[config.mk]
export PLATFORM = sky130hd
export DESIGN_NAME = lpf_mul
export DESIGN_NICKNAME = d
export VERILOG_FILES = /design/src/rtl/lpf_mul.sv
export SDC_FILE = /design/constraint.sdc
export NUM_CORES = 2
export LEC_CHECK = 0
export BUFFER_PORTS_ARGS = -buffer_cell sky130_fd_sc_hd__buf_2
export CAP_MARGIN = 25
export CORE_ASPECT_RATIO = 0.6
export CORE_MARGIN = 4
export CORE_UTILIZATION = 50
export CTS_BUF_LIST = sky130_fd_sc_hd__clkbuf_8
export CTS_CLUSTER_SIZE = 25
export DETAILED_ROUTE_END_ITERATION = 12
export GPL_TIMING_DRIVEN = 0
export PLACE_DENSITY_LB_ADDON = 0.05
export SETUP_SLACK_MARGIN = 0.1
export SYNTH_ARGS = -nofsm -noshare
export SYNTH_HDL_FRONTEND = slang
export SYNTH_SLANG_ARGS = --single-unit
[constraint.sdc]
create_clock -name aclk -period 9.4 [get_ports aclk]
set_clock_uncertainty 0.2 [all_clocks]
set_input_delay 0.94 -clock aclk [delete_from_list [all_inputs] [get_ports aclk]]
set_output_delay 0.94 -clock aclk [all_outputs]
set_load 0.02 [all_outputs]
[src/rtl/lpf_mul.sv]
module lpf_mul (
    input  logic        aclk,
    input  logic [32:0] mul_a,
    input  logic [30:0] mul_b,
    output logic [63:0] mul_p
);
    // Shared unsigned multiplier with a registered product.
    logic [63:0] prod_reg;

    always_ff @(posedge aclk) begin
        prod_reg <= 64'(mul_a) * 64'(mul_b);
    end

    assign mul_p = prod_reg;

endmodule

# Yosys cells after proc, flatten, opt, wreduce, memory -nomap -nowiden
# Index checks and enable logic that the tools add are counted.
# Widths: inputs -> output; s select.
# totals
elab_cells	2
ff_bits	64
output_inout_bits	64
# classes
n_mul	1
# ops
operator	count
$mul 33x31->64	1

# Logic depth before layout (Yosys ltp)
# logic_depth
depth_word	1
depth_mapped	29
ltp_nobuf	27

# Worst setup path before layout
# No wires, ideal clock.
# synth_path
kind	input -> register
start	input mul_a[28]
end	register prod_reg[58], in the netlist mul_p[58]
t_arrival_ns	7.302
slack_ns	1.771
path_buffers	1
stages	25
t_required_ns	9.073
setup_ns	0.127
path_cell_list	clkbuf_1 > nand2_1 > fa_1 > inv_1 > fa_1 > fa_1 > inv_1 > fa_1 > inv_1 > fa_1 > fa_1 > fa_1 > inv_1 > fa_1 > inv_1 > ha_1 > a21oi_1 > o21bai_1 > a21oi_1 > o21ai_0 > a221oi_1 > nor2_1 > nor3_1 > o21ai_0 > xor2_1
# synth_between
elab_chain_len	1
# synth_rtl
item	line_no	rtl
from (decl)	3	input logic [32:0] mul_a,
$mul 33x31->64	11	prod_reg <= 64'(mul_a) * 64'(mul_b);
to (signal assigned)	11	
to (decl)	8	logic [63:0] prod_reg;
# No other way between the ends.

# Worst setup path in the final report
# layout_path
start	input mul_b[21]
end	register prod_reg[63], in the netlist mul_p[63]
# layout_between
elab_chain_len	1
# layout_rtl
item	line_no	rtl
from (decl)	4	input logic [30:0] mul_b,
$mul 33x31->64	11	
# No other way between the ends.

==> impl_metrics.yaml <==
outcome:
  run_status: "finished, final reports clean"
grt:
  grt_usage_pct: 38.3
  antenna_found_initial: 13
  grt_overflow: 0
  grt_pass1_wl_um: 197000
  grt_max_degree: 14
  grt_pass1_vias: 27100
synthesis:
  ys_ff_latch: 64
  syn_area_um2: 34200
  syn_avg_cell_area_um2: 9.11
  yosysWarningCount: 0
  ys_types: 65
  synthCells: 3754
  synth_ff_type: "dfxtp_1"
  syn-num-nets: 4971
  synthArstFlopShare_pct: 0
  synth_edf_count: 0
  synth_seq_area_share_pct: 3.75
floorplanning:
  num_io_pins: 129
  die-area_um2: 72800
  start_util_pct: 51.1
  core_um2: 67000
  die_x_um: 346
  die_h_um: 211
  std_cell_rows: 73
detailed_routing:
  wl_um: 137000
  drt_first_pass_iters: 8
  drc: 0
  dr_total_vias: 26800
  vias_per_cell: 5.57
  drt_iter0_markers: 2860
  wl_per_cell_um: 28.4
  ant_nets: 0
clocking:
  cts_buffer_depth: 2
  cts_buffers: 9
  clockRootBuffer: "clkbuf_8"
  clk_pin_slew_ps: 90
  clkSinkCount: 64
  cts_hold_buf: 0
  htreeDepth: 3
  cts_resized: 27
  cts_tree: "yes"
  post-cts-setup-buffers: 0
critical_path:
  path_class: "primary input to flop"
  required_ps: 9490
  startpoint: "mul_b[21]"
  endpoint: "mul_p[63]"
  start_kind: "primary input"
  worstSetupEndpointType: "flop"
  cp.arrival_ps: 9370
  crit_fanout: 11
worst_hold_path:
  min_path_type: "primary input to flop"
sta:
  layout_min_cycle_time_ps: 9280
  tightest_slew_ps: 1180
  period_share_pct: 98.7
  maxSlewHeadroom_pct: 21.4
  slew_viol_final: 0
  rsz0062_at_grt: "no"
  hold_violations: 0
  tns_ps: 0
  fmax_mhz: 108
  setup_viol_count_final: 0
place:
  globalplace.congestion: 1.08
  dpl.hpwl_um: 117000
  io_buffer_count: 128
  placed_area_um2: 36100
job:
  maxCapViolCount: 0
finish:
  syn_to_final_growth_pct: 7.12
  nNetsFinal: 5130
  largest_register_ffs: 64
  drive_gt1_share_pct: 7.27
  post-route-cell-area_um2: 36600
## final cells by class
cell class,instances,area [um2]
clock buffers,9,124
fillers,6450,30300
inverters,892,3350
flip-flops and latches,64,1280
diodes,6,15.0
plain buffers,209,932
repair buffers,148,936
multi-input cells,2589,28800
clock inverters,7,101
well taps,900,1130
## kinds of logic (layout without fill, tap and decap cells)
family / Yosys count / after routing / synth area share (%)
xor+xnor: 62 / 62 / 1.59
compound gates: 208 / 208 / 4.16
simple gates: 1167 / 1167 / 16.5
buf+inv: 1101 / 1265 / 12.2
other cells: 0 / 6 / 0
flops: 64 / 64 / 3.75
fa+ha+maj: 1152 / 1152 / 61.8
## metal layers
metal	routed length, um	up-vias	GRT usage, %
met1	59900	13800	58.0
li1	-	11100	-
met2	51900	1698	50.3
met3	20300	198	15.1
met4	4460	16	10.4
met5	333	-	1.66
## worst max-delay path, stage by stage
cell,delay (ps)
buf_2,140
clkbuf_1,840
and2_1,300
fa_1,430
inv_1,80
fa_1,420
inv_1,120
fa_1,460
fa_1,500
fa_1,570
fa_1,470
fa_1,580
fa_1,440
ha_1,330
buf_2,220
a21oi_2,330
o21bai_1,250
a21oi_2,340
o211ai_1,310
a211oi_1,490
nor2_1,140
o41ai_1,260
a21boi_1,230
xnor2_1,160
## cells in the final DEF (no fill, tap or decap), drive strengths merged, types with 3 or more instances in the layout
master,synthesis,routed
nor3,6,6
a21boi,3,3
dfxtp,64,64
inv,892,895
a21o,22,22
ha,257,257
o21a,7,7
nor2,35,35
diode,0,6
a31oi,8,8
o211ai,8,8
a41oi,3,3
o21ai,42,42
and3,7,7
a21oi,70,70
nand2b,3,3
a211oi,4,4
and4,3,3
nand4,18,18
nand3,11,11
o21bai,17,17
clkbuf,204,211
fa,895,895
and2,452,452
xnor2,41,41
nor2b,6,6
xor2,21,21
nand2,623,623
buf,5,155
## worst min-delay path by stage
stage | startpoint | endpoint | slack [ps] | cells past startpoint
finish | mul_b[0] | mul_p[0] | 810 | 2
detailed placement | mul_p[60] | mul_p[60] | 1160 | 1
floorplan | mul_b[0] | mul_p[0] | 870 | 1
global route | mul_b[0] | mul_p[0] | 770 | 2
CTS | mul_b[0] | mul_p[0] | 780 | 2
global placement | mul_p[57] | mul_p[57] | 1160 | 1
## synth_stat cells, types with 3 or more instances
library cell,n,area share (%)
fa_1,895,52
inv_1,892,9.8
nand2_1,623,6.8
and2_1,452,8.3
ha_1,257,9.4
clkbuf_1,201,2.2
a21oi_1,68,0.99
dfxtp_1,64,3.7
xnor2_1,41,1.0
nor2_1,35,0.38
o21ai_0,34,0.50
a21o_1,21,0.46
xor2_1,21,0.54
nand4_1,18,0.33
o21bai_1,17,0.37
nand3_1,11,0.16
a31oi_1,8,0.15
and3_1,7,0.13
o21a_1,7,0.15
nor2b_1,6,0.11
o211ai_1,6,0.13
nor3_1,4,0.059
o21ai_1,4,0.059
o21ai_2,4,0.10
a211oi_1,3,0.066
buf_2,3,0.044
nand2b_1,3,0.055
## per-stage QoR
step / hold slack [ps] / utilization, % / instances / setup slack (ps)
after floorplan: 867 / - / 3754 / 1770
after global placement: 1160 / 53.7 / 4782 / -1190
after detailed placement: 1160 / 54.0 / 4792 / -993
after CTS: 784 / 54.3 / 4808 / 78.4
after global routing: 774 / 54.7 / 4819 / 106
final: 806 / 54.7 / 4824 / 122
Power is left out: the tool's default activity adds up to more than one toggle a clock period on the data nets, which glitch-free logic cannot reach.
